`src/design/mef_pkg.sv`:
```
// Shared constants, types and register codes for the median/average level filter.
package mef_pkg;

	localparam int WINDOW_SIZE = 5;
	localparam int SAMPLE_W    = 16;
	localparam int AVG_W       = 24;
	localparam int WEIGHT_W    = 9;
	localparam int RATIO_W     = 16;
	localparam int FRAC_W      = 8;

	localparam int POS_W       = $clog2(WINDOW_SIZE);
	localparam int CNT_W       = $clog2(WINDOW_SIZE + 1);
	localparam int MEDIAN_RANK = WINDOW_SIZE / 2;

	localparam int QUEUE_DEPTH = 2;
	localparam int QPTR_W      = (QUEUE_DEPTH > 1) ? $clog2(QUEUE_DEPTH) : 1;
	localparam int QCNT_W      = $clog2(QUEUE_DEPTH + 1);

	localparam int DIV_STEPS   = 16;
	localparam int DIV_CNT_W   = $clog2(DIV_STEPS);

	localparam int ADDR_W      = 4;
	localparam int DATA_W      = 32;

	localparam logic [1:0] REG_EMPTY  = 2'd0;
	localparam logic [1:0] REG_FULL   = 2'd1;
	localparam logic [1:0] REG_WEIGHT = 2'd2;

	localparam logic [SAMPLE_W-1:0] EMPTY_RST  = 16'd2400;
	localparam logic [SAMPLE_W-1:0] FULL_RST   = 16'd330;
	localparam logic [WEIGHT_W-1:0] WEIGHT_RST = 9'd51;
	localparam logic [WEIGHT_W-1:0] WEIGHT_ONE = 9'd256;
	localparam logic [RATIO_W-1:0]  RATIO_ONE  = 16'd32768;

	typedef struct packed {
		logic [SAMPLE_W-1:0] value;
		logic                filtered;
	} mef_item_t;

	typedef struct packed {
		logic [SAMPLE_W-1:0] empty_res;
		logic [SAMPLE_W-1:0] full_res;
		logic [WEIGHT_W-1:0] weight;
	} mef_cfg_t;

endpackage

```
`src/design/mef_front.sv`:
```
// Front end: sample window, fill tracking and median search.
module mef_front (
	input  logic                         clk,
	input  logic                         arst_n,
	input  logic                         in_valid,
	output logic                         in_ready,
	input  logic [mef_pkg::SAMPLE_W-1:0] resistance_sample,
	input  logic                         queue_full,
	output logic                         push,
	output mef_pkg::mef_item_t           push_item
);
	import mef_pkg::*;

	localparam logic F_IDLE = 1'b0;
	localparam logic F_MED  = 1'b1;

	logic                state_q;
	logic [SAMPLE_W-1:0] win_q [WINDOW_SIZE];
	logic [POS_W-1:0]    wpos_q;
	logic [CNT_W-1:0]    seen_q;
	logic [POS_W-1:0]    cand_q;

	logic                accept;
	logic                will_fill;
	logic [SAMPLE_W-1:0] cand;
	logic [CNT_W-1:0]    lt_cnt;
	logic [CNT_W-1:0]    le_cnt;
	logic                found;

	assign in_ready  = (state_q == F_IDLE) && !queue_full;
	assign accept    = in_valid && in_ready;
	assign will_fill = seen_q >= CNT_W'(WINDOW_SIZE - 1);
	assign cand      = win_q[cand_q];

	// rank of the current candidate within the window
	always_comb begin
		lt_cnt = '0;
		le_cnt = '0;
		for (int j = 0; j < WINDOW_SIZE; j++) begin
			if (win_q[j] < cand)
				lt_cnt = lt_cnt + CNT_W'(1);
			if (win_q[j] <= cand)
				le_cnt = le_cnt + CNT_W'(1);
		end
	end

	assign found = (lt_cnt <= CNT_W'(MEDIAN_RANK)) && (le_cnt > CNT_W'(MEDIAN_RANK));

	assign push               = (accept && !will_fill) || (state_q == F_MED && found);
	assign push_item.value    = (state_q == F_MED) ? cand : resistance_sample;
	assign push_item.filtered = (state_q == F_MED);

	always_ff @(posedge clk) begin
		if (accept)
			win_q[wpos_q] <= resistance_sample;
	end

	always_ff @(posedge clk or negedge arst_n) begin
		if (!arst_n) begin
			state_q <= F_IDLE;
			wpos_q  <= '0;
			seen_q  <= '0;
			cand_q  <= '0;
		end else begin
			unique case (state_q)
				F_IDLE: begin
					if (accept) begin
						wpos_q <= (wpos_q == POS_W'(WINDOW_SIZE - 1)) ? '0 : wpos_q + POS_W'(1);
						if (seen_q < CNT_W'(WINDOW_SIZE))
							seen_q <= seen_q + CNT_W'(1);
						if (will_fill) begin
							state_q <= F_MED;
							cand_q  <= '0;
						end
					end
				end
				F_MED: begin
					if (found)
						state_q <= F_IDLE;
					else
						cand_q <= cand_q + POS_W'(1);
				end
				default: state_q <= F_IDLE;
			endcase
		end
	end

endmodule

```
`src/design/mef_queue.sv`:
```
// Short item queue between the front end and the back end.
module mef_queue (
	input  logic               clk,
	input  logic               arst_n,
	input  logic               push,
	input  mef_pkg::mef_item_t push_item,
	output logic               full,
	input  logic               pop,
	output mef_pkg::mef_item_t pop_item,
	output logic               empty
);
	import mef_pkg::*;

	mef_item_t         mem_q [QUEUE_DEPTH];
	logic [QPTR_W-1:0] wr_q;
	logic [QPTR_W-1:0] rd_q;
	logic [QCNT_W-1:0] cnt_q;

	assign full     = cnt_q == QCNT_W'(QUEUE_DEPTH);
	assign empty    = cnt_q == '0;
	assign pop_item = mem_q[rd_q];

	always_ff @(posedge clk) begin
		if (push)
			mem_q[wr_q] <= push_item;
	end

	always_ff @(posedge clk or negedge arst_n) begin
		if (!arst_n) begin
			wr_q  <= '0;
			rd_q  <= '0;
			cnt_q <= '0;
		end else begin
			if (push)
				wr_q <= (wr_q == QPTR_W'(QUEUE_DEPTH - 1)) ? '0 : wr_q + QPTR_W'(1);
			if (pop)
				rd_q <= (rd_q == QPTR_W'(QUEUE_DEPTH - 1)) ? '0 : rd_q + QPTR_W'(1);
			if (push && !pop)
				cnt_q <= cnt_q + QCNT_W'(1);
			else if (pop && !push)
				cnt_q <= cnt_q - QCNT_W'(1);
		end
	end

endmodule

```
`src/design/mef_back.sv`:
```
// Back end: exponential average, calibration map, serial divide and output register.
module mef_back (
	input  logic                        clk,
	input  logic                        arst_n,
	input  mef_pkg::mef_cfg_t           cfg,
	input  logic                        queue_empty,
	input  mef_pkg::mef_item_t          pop_item,
	output logic                        pop,
	output logic                        out_valid,
	input  logic                        out_ready,
	output logic [mef_pkg::RATIO_W-1:0] fill_ratio,
	output logic                        is_filtered
);
	import mef_pkg::*;

	localparam logic [2:0] B_IDLE = 3'd0;
	localparam logic [2:0] B_MUL  = 3'd1;
	localparam logic [2:0] B_SUM  = 3'd2;
	localparam logic [2:0] B_PREP = 3'd3;
	localparam logic [2:0] B_DIV  = 3'd4;
	localparam logic [2:0] B_OUT  = 3'd5;

	localparam int PA_W  = WEIGHT_W + SAMPLE_W;
	localparam int PB_W  = WEIGHT_W + AVG_W;
	localparam int ACC_W = PB_W + 1;
	localparam int NUM_W = AVG_W + 1;
	localparam int DIF_W = SAMPLE_W + 1;
	localparam int DVD_W = AVG_W + DIV_STEPS;

	logic [2:0]           state_q;
	logic                 started_q;
	logic [AVG_W-1:0]     avg_q;
	logic [AVG_W-1:0]     value_q;
	logic [SAMPLE_W-1:0]  med_q;
	logic                 filt_q;
	logic [PA_W-1:0]      prod_a_q;
	logic [PB_W-1:0]      prod_b_q;
	logic [AVG_W-1:0]     rem_q;
	logic [AVG_W-1:0]     ad_q;
	logic [DIV_STEPS-1:0] dlow_q;
	logic [RATIO_W-1:0]   quo_q;
	logic [DIV_CNT_W-1:0] step_q;
	logic                 out_valid_q;
	logic [RATIO_W-1:0]   fill_ratio_q;
	logic                 is_filtered_q;

	logic [WEIGHT_W-1:0]  w_c;
	logic [ACC_W-1:0]     acc;
	logic [NUM_W-1:0]     num;
	logic [DIF_W-1:0]     dif;
	logic                 num_neg;
	logic                 den_neg;
	logic [AVG_W-1:0]     an;
	logic [AVG_W-1:0]     ad;
	logic [DVD_W-1:0]     dvd;
	logic [AVG_W:0]       trial;
	logic [AVG_W:0]       trial_sub;
	logic                 qbit;
	logic                 load_out;

	assign w_c = (cfg.weight > WEIGHT_ONE) ? WEIGHT_ONE : cfg.weight;
	assign acc = ACC_W'({prod_a_q, {FRAC_W{1'b0}}}) + ACC_W'(prod_b_q) + ACC_W'(128);

	assign num     = {1'b0, value_q} - {1'b0, cfg.empty_res, {FRAC_W{1'b0}}};
	assign dif     = {1'b0, cfg.full_res} - {1'b0, cfg.empty_res};
	assign num_neg = num[NUM_W-1];
	assign den_neg = dif[DIF_W-1];
	always_comb begin
		logic [NUM_W-1:0] num_abs;
		logic [DIF_W-1:0] dif_abs;
		num_abs = num_neg ? (~num + NUM_W'(1)) : num;
		dif_abs = den_neg ? (~dif + DIF_W'(1)) : dif;
		an      = num_abs[AVG_W-1:0];
		ad      = {dif_abs[SAMPLE_W-1:0], {FRAC_W{1'b0}}};
	end
	// rounded dividend: an * 2^15 + ad / 2
	assign dvd = DVD_W'({an, 15'b0}) + DVD_W'(ad >> 1);

	assign trial     = {rem_q, dlow_q[DIV_STEPS-1]};
	assign trial_sub = trial - {1'b0, ad_q};
	assign qbit      = trial >= {1'b0, ad_q};

	assign pop      = (state_q == B_IDLE) && !queue_empty;
	assign load_out = (state_q == B_OUT) && (!out_valid_q || out_ready);

	always_ff @(posedge clk) begin
		unique case (state_q)
			B_IDLE: begin
				if (pop) begin
					filt_q  <= pop_item.filtered;
					med_q   <= pop_item.value;
					value_q <= {pop_item.value, {FRAC_W{1'b0}}};
				end
			end
			B_MUL: begin
				prod_a_q <= PA_W'(w_c) * PA_W'(med_q);
				prod_b_q <= PB_W'(WEIGHT_ONE - w_c) * PB_W'(avg_q);
			end
			B_SUM: begin
				value_q <= acc[AVG_W+FRAC_W-1:FRAC_W];
			end
			B_PREP: begin
				if (dif == '0 || num == '0 || num_neg != den_neg)
					quo_q <= '0;
				else if (an >= ad)
					quo_q <= RATIO_ONE;
				else
					quo_q <= '0;
				rem_q  <= dvd[DVD_W-1:DIV_STEPS];
				dlow_q <= dvd[DIV_STEPS-1:0];
				ad_q   <= ad;
			end
			B_DIV: begin
				if (qbit)
					rem_q <= trial_sub[AVG_W-1:0];
				else
					rem_q <= trial[AVG_W-1:0];
				dlow_q <= {dlow_q[DIV_STEPS-2:0], 1'b0};
				quo_q  <= {quo_q[RATIO_W-2:0], qbit};
			end
			B_OUT: begin
				if (load_out) begin
					fill_ratio_q  <= quo_q;
					is_filtered_q <= filt_q;
				end
			end
			default: begin
			end
		endcase
	end

	always_ff @(posedge clk or negedge arst_n) begin
		if (!arst_n) begin
			state_q     <= B_IDLE;
			started_q   <= 1'b0;
			avg_q       <= '0;
			step_q      <= '0;
			out_valid_q <= 1'b0;
		end else begin
			if (load_out)
				out_valid_q <= 1'b1;
			else if (out_ready)
				out_valid_q <= 1'b0;

			unique case (state_q)
				B_IDLE: begin
					if (pop) begin
						if (!pop_item.filtered) begin
							state_q <= B_PREP;
						end else if (!started_q) begin
							// seed: the average starts at this median and no update is run for this item
							avg_q     <= {pop_item.value, {FRAC_W{1'b0}}};
							started_q <= 1'b1;
							state_q   <= B_PREP;
						end else begin
							state_q <= B_MUL;
						end
					end
				end
				B_MUL: state_q <= B_SUM;
				B_SUM: begin
					avg_q   <= acc[AVG_W+FRAC_W-1:FRAC_W];
					state_q <= B_PREP;
				end
				B_PREP: begin
					step_q <= '0;
					if (dif == '0 || num == '0 || num_neg != den_neg || an >= ad)
						state_q <= B_OUT;
					else
						state_q <= B_DIV;
				end
				B_DIV: begin
					step_q <= step_q + DIV_CNT_W'(1);
					if (step_q == DIV_CNT_W'(DIV_STEPS - 1))
						state_q <= B_OUT;
				end
				B_OUT: begin
					if (load_out)
						state_q <= B_IDLE;
				end
				default: state_q <= B_IDLE;
			endcase
		end
	end

	assign out_valid   = out_valid_q;
	assign fill_ratio  = fill_ratio_q;
	assign is_filtered = is_filtered_q;

	a_ratio_range: assert property (@(posedge clk) disable iff (!arst_n)
		out_valid_q |-> fill_ratio_q <= RATIO_ONE)
		else $error("fill ratio above one");

	a_started_sticks: assert property (@(posedge clk) disable iff (!arst_n)
		started_q |=> started_q)
		else $error("average seed flag dropped");

	a_rem_below_div: assert property (@(posedge clk) disable iff (!arst_n)
		state_q == B_DIV |-> rem_q < ad_q)
		else $error("divider remainder out of range");

	a_filtered_needs_seed: assert property (@(posedge clk) disable iff (!arst_n)
		(state_q == B_MUL) |-> started_q)
		else $error("average update before seed");

endmodule

```
`src/design/median_ema_level_filter.sv`:
```
// Top level of the median/average level filter with its APB register file.
//
// One resistance sample in, one Q1.15 fill ratio out. The front end writes the
// sample into a five-entry ring window and, once the window is full, searches
// the median one candidate per cycle. Items then pass a two-entry queue to the
// back end, which runs the average update for filtered items, the calibration
// map, a 16-step serial divide where the ratio is not clamped and the output
// register, with front and back overlapping through the queue. No clearing
// pass after reset. Registers: empty resistance at 0x0, full resistance at
// 0x4, smoothing weight at 0x8; write them only while no item is in flight.
module median_ema_level_filter (
	input  logic                         clk,
	input  logic                         arst_n,
	input  logic                         psel,
	input  logic                         penable,
	input  logic                         pwrite,
	input  logic [mef_pkg::ADDR_W-1:0]   paddr,
	input  logic [mef_pkg::DATA_W-1:0]   pwdata,
	output logic [mef_pkg::DATA_W-1:0]   prdata,
	output logic                         pready,
	input  logic                         in_valid,
	output logic                         in_ready,
	input  logic [mef_pkg::SAMPLE_W-1:0] resistance_sample,
	output logic                         out_valid,
	input  logic                         out_ready,
	output logic [mef_pkg::RATIO_W-1:0]  fill_ratio,
	output logic                         is_filtered
);
	import mef_pkg::*;

	mef_cfg_t  cfg_q;
	mef_item_t push_item;
	mef_item_t pop_item;
	logic      push;
	logic      pop;
	logic      queue_full;
	logic      queue_empty;
	logic      wr_en;

	assign pready = 1'b1;
	assign wr_en  = psel && penable && pwrite;

	always_ff @(posedge clk or negedge arst_n) begin
		if (!arst_n) begin
			cfg_q.empty_res <= EMPTY_RST;
			cfg_q.full_res  <= FULL_RST;
			cfg_q.weight    <= WEIGHT_RST;
		end else if (wr_en) begin
			unique case (paddr[3:2])
				REG_EMPTY:  cfg_q.empty_res <= pwdata[SAMPLE_W-1:0];
				REG_FULL:   cfg_q.full_res  <= pwdata[SAMPLE_W-1:0];
				REG_WEIGHT: cfg_q.weight    <= pwdata[WEIGHT_W-1:0];
				default: begin
				end
			endcase
		end
	end

	always_comb begin
		unique case (paddr[3:2])
			REG_EMPTY:  prdata = DATA_W'(cfg_q.empty_res);
			REG_FULL:   prdata = DATA_W'(cfg_q.full_res);
			REG_WEIGHT: prdata = DATA_W'(cfg_q.weight);
			default:    prdata = '0;
		endcase
	end

	mef_front u_front (
		.clk               (clk),
		.arst_n            (arst_n),
		.in_valid          (in_valid),
		.in_ready          (in_ready),
		.resistance_sample (resistance_sample),
		.queue_full        (queue_full),
		.push              (push),
		.push_item         (push_item)
	);

	mef_queue u_queue (
		.clk       (clk),
		.arst_n    (arst_n),
		.push      (push),
		.push_item (push_item),
		.full      (queue_full),
		.pop       (pop),
		.pop_item  (pop_item),
		.empty     (queue_empty)
	);

	mef_back u_back (
		.clk         (clk),
		.arst_n      (arst_n),
		.cfg         (cfg_q),
		.queue_empty (queue_empty),
		.pop_item    (pop_item),
		.pop         (pop),
		.out_valid   (out_valid),
		.out_ready   (out_ready),
		.fill_ratio  (fill_ratio),
		.is_filtered (is_filtered)
	);

endmodule

```
`config.mk`:
```
export PLATFORM = sky130hd
export DESIGN_NAME = median_ema_level_filter
export DESIGN_NICKNAME = d
export VERILOG_FILES = /design/src/design/mef_pkg.sv /design/src/design/mef_front.sv /design/src/design/mef_queue.sv /design/src/design/mef_back.sv /design/src/design/median_ema_level_filter.sv
export SDC_FILE = /design/constraint.sdc
export NUM_CORES = 2
export LEC_CHECK = 0
export BUFFER_PORTS_ARGS = -buffer_cell sky130_fd_sc_hd__buf_2
export CORE_MARGIN = 2
export CORE_UTILIZATION = 30
export CTS_BUF_LIST = sky130_fd_sc_hd__clkbuf_2 sky130_fd_sc_hd__clkbuf_4 sky130_fd_sc_hd__clkbuf_8
export DETAILED_ROUTE_END_ITERATION = 8
export SLEW_MARGIN = 20
export SYNTH_ARGS = -nofsm -noshare
export SYNTH_HDL_FRONTEND = slang
export SYNTH_SLANG_ARGS = --single-unit
```
`constraint.sdc`:
```
create_clock -name clk -period 9.8 [get_ports clk]
set_clock_uncertainty 0.05 [all_clocks]
set_input_delay 0.49 -clock clk [delete_from_list [all_inputs] [get_ports clk]]
set_output_delay 0.49 -clock clk [all_outputs]
set_load 0.01 [all_outputs]
```
==> flow_metrics.tcl <==
set metrics [dict create \
    gp_congestion 0.882 \
    grt_use_total 0.143 \
    drive_gt1_frac 0.105 \
    die_x_um 364 \
    tritoncts "done" \
    ys_top_cells_by_area "edfxtp_1, fa_1, ha_1" \
    worstPathArrival_ns 9.31 \
    grt_pass1_wl_um 151000 \
    syn-cell-area_um2 38800 \
    dp_hpwl_um 72200 \
    crit_start "cfg_q[8]" \
    grt_pass1_vias 28074 \
    synth_top_cell_area_share 0.258 \
    cts.sinks 422 \
    die_y_um 364 \
    fmax_ghz 0.112 \
    slew_headroom 0.321 \
    synth-seq-cells 422 \
    slew_violations 0 \
    period_minus_slack_ns 8.92 \
    dieArea_um2 132000 \
    grt_setup_unrepaired "no" \
    firstDrtPassIters 5 \
    coreArea_um2 128000 \
    syn_to_final_growth_pct 11.4 \
    fillers 12993 \
    fin_ws_ns 0.878 \
    hold_start "resistance_sample[1]" \
    crit_required_ns 10.19 \
    antenna_left 0 \
    cts_buffers 72 \
    fin_crit_sh 0.910 \
    place_ws_ns 0.785 \
    worst_slew_pin_slew_ns 1.02 \
    grt_max_degree 50 \
    clkTransAtPathRegs_ns 0.06 \
    vias 26842 \
    std_cell_rows 131 \
    grt.overflow.total 0 \
    routedWlPerCell_um 16.3 \
    syn_area_per_cell_um2 10.4 \
    startpoint_type "flop" \
    fin_nets 4612 \
    setup_tns_ns 0 \
    setup_viol 0 \
    synth_top_area_cell "edfxtp_1" \
    synth_enable_flop_cells 334 \
    route.detailed.drc 0 \
    final_hold_viol_count 0 \
    cts.path.max_buffers 3 \
    ys_warn_count 0 \
    crit_type "reg2reg" \
    synthFlopType "edfxtp_1" \
    cts_max_level 3 \
    syn-instance-count 3723 \
    drv_cap 0 \
    status "completed" \
    ios 111 \
    endpoint_kind "flop" \
    ys_types 111 \
    clock_latency_ns 0.71 \
    async_reset_ff_frac 0.209 \
    port-buffer-count 75 \
    r2r_start "cfg_q[8]" \
    routed_wl_um 91900 \
    crit_fanout 19 \
    viasPerCell 4.76 \
    cts_root_buffer "clkbuf_8" \
    drt-initial-drc-count 1494 \
    synth_seq_area_share 0.315 \
    antenna_found_initial 2 \
    hold_path_class "in2reg" \
    initial_utilization 0.303 \
]
## cells in the mapped netlist (6+ instances only)
master,count
a211o_1,9
a211oi_1,21
a21boi_0,11
a21o_1,73
a21oi_1,136
a31oi_1,11
and2_1,168
and3_1,34
buf_1,28
buf_4,18
clkbuf_1,97
dfrtp_1,76
dfstp_2,12
edfxtp_1,334
fa_1,375
ha_1,325
inv_1,523
mux2_2,52
mux2i_1,56
mux4_2,32
nand2_1,354
nand2b_1,23
nand3_1,47
nand4_1,27
nor2_1,185
nor2b_1,41
nor3_1,61
nor3b_1,9
nor4_1,16
o211ai_1,17
o21a_1,42
o21ai_0,144
o21bai_1,8
o22ai_1,7
o31a_1,6
o31ai_1,14
or2_2,9
or3_1,19
or4_1,6
xnor2_1,119
xor2_1,51
## timing repair
| action | CTS | global route |
|---|---|---|
| resized for setup | 0 | 0 |
| hold buffers | 29 | 0 |
| buffers inserted | 0 | 0 |
| endpoints found under the setup margin | 0 | 0 |
| endpoints found under the hold margin | 167 | 0 |
## cells in the final DEF (no fill, tap or decap), types with 52 or more instances in the layout
cell type / synthesis / layout
inv_1: 523 / 522
fa_1: 375 / 375
nand2_1: 354 / 354
edfxtp_1: 334 / 334
ha_1: 325 / 325
nor2_1: 185 / 185
and2_1: 168 / 168
o21ai_0: 144 / 144
a21oi_1: 136 / 135
xnor2_1: 119 / 116
dfrtp_1: 76 / 75
clkbuf_8: 0 / 75
buf_2: 2 / 74
a21o_1: 73 / 73
conb_1: 2 / 60
nor3_1: 61 / 56
mux2i_1: 56 / 55
mux2_2: 52 / 52
## final cells by class
cell class	count	area (µm²)	area share
inverter	524	1970	0.0455
antenna	1	2.50	0.0000579
sequential	422	12200	0.283
multi-input combinational	2686	24300	0.562
tap	1729	2160	0.0500
clock inverter	27	295	0.00683
timing repair buffer	147	991	0.0229
clock buffer	105	1260	0.0291
## registers in the layout, indices dropped and copies added, names as in the netlist, 2 cells and up
register and cells:
cfg_q 41, u_back.dlow_q 9, u_back.rem_q 24, u_front.win_q 128, u_back.value_q 24, u_back.quo_q 16, u_back.ad_q 16, u_back.avg_q 24
u_queue.mem_q 34, u_front.cand_q 3, u_back.fill_ratio 16, u_back.prod_a_q 24, u_back.med_q 16, u_back.prod_b_q 25, u_back.step_q 4, u_queue.cnt_q 2
u_back.state_q 3, u_front.seen_q 3, u_front.wpos_q 3
## routing by layer
metal,GRT usage,up-vias,routed length [µm]
li1,-,12797,-
met1,0.181,13392,40000
met2,0.251,498,45800
met3,0.0189,155,3470
met4,0.0451,0,2710
met5,0,-,0
## metrics by stage
stage / hold WS, ns / std cells / utilization / area [µm²]
final: 0.0771 / 5641 / 0.338 / 43200
after global routing: 0.0319 / 5640 / 0.338 / 43200
after CTS: 0.0124 / 5640 / 0.338 / 43200
after detailed placement: 0.355 / 5479 / 0.323 / 41400
after global placement: 0.361 / 5479 / 0.323 / 41400
after floorplan: 0.144 / 3781 / - / 39000
## critical path: stages, from the launching register on
cell	delay (ns)
dfrtp_1	0.65
nor2b_1	0.09
buf_4	0.23
or3_1	0.48
nor3_1	0.33
o21ai_0	0.23
xor2_2	0.58
and2_1	0.25
fa_1	0.41
fa_1	0.44
fa_1	0.51
inv_1	0.05
fa_1	0.47
fa_1	0.50
inv_1	0.06
fa_1	0.53
inv_1	0.05
fa_1	0.53
inv_1	0.04
ha_1	0.33
a21o_1	0.19
a221oi_1	0.35
o211ai_1	0.12
nor2_1	0.29
o21ai_0	0.28
a211o_1	0.34
a21oi_1	0.18
xnor2_1	0.08
## final timing paths
path                       depth (start not counted)               endpoint  slack [ns]
setup / recovery                                  27    u_back.prod_b_q[31]        0.88
hold / removal                                     1    u_front.win_q[6][1]        0.08
setup reg to reg                                  27    u_back.prod_b_q[31]        0.88
hold reg to reg                                    0  u_back.fill_ratio[15]        0.37
max in group asynchronous                          3              cfg_q[40]        8.24
min in group asynchronous                          2       u_back.out_valid        0.29
## kinds of logic after synthesis
kind of cell | share of synthesized area
compound gates | 0.0970
xor+xnor | 0.0418
fa+ha+maj | 0.298
buf+inv | 0.0672
flops | 0.315
mux | 0.0481
other cells | 0.000193
simple gates | 0.132
Power is left out: the tool's default activity adds up to more than one toggle a clock period on the data nets, which glitch-free logic cannot reach.
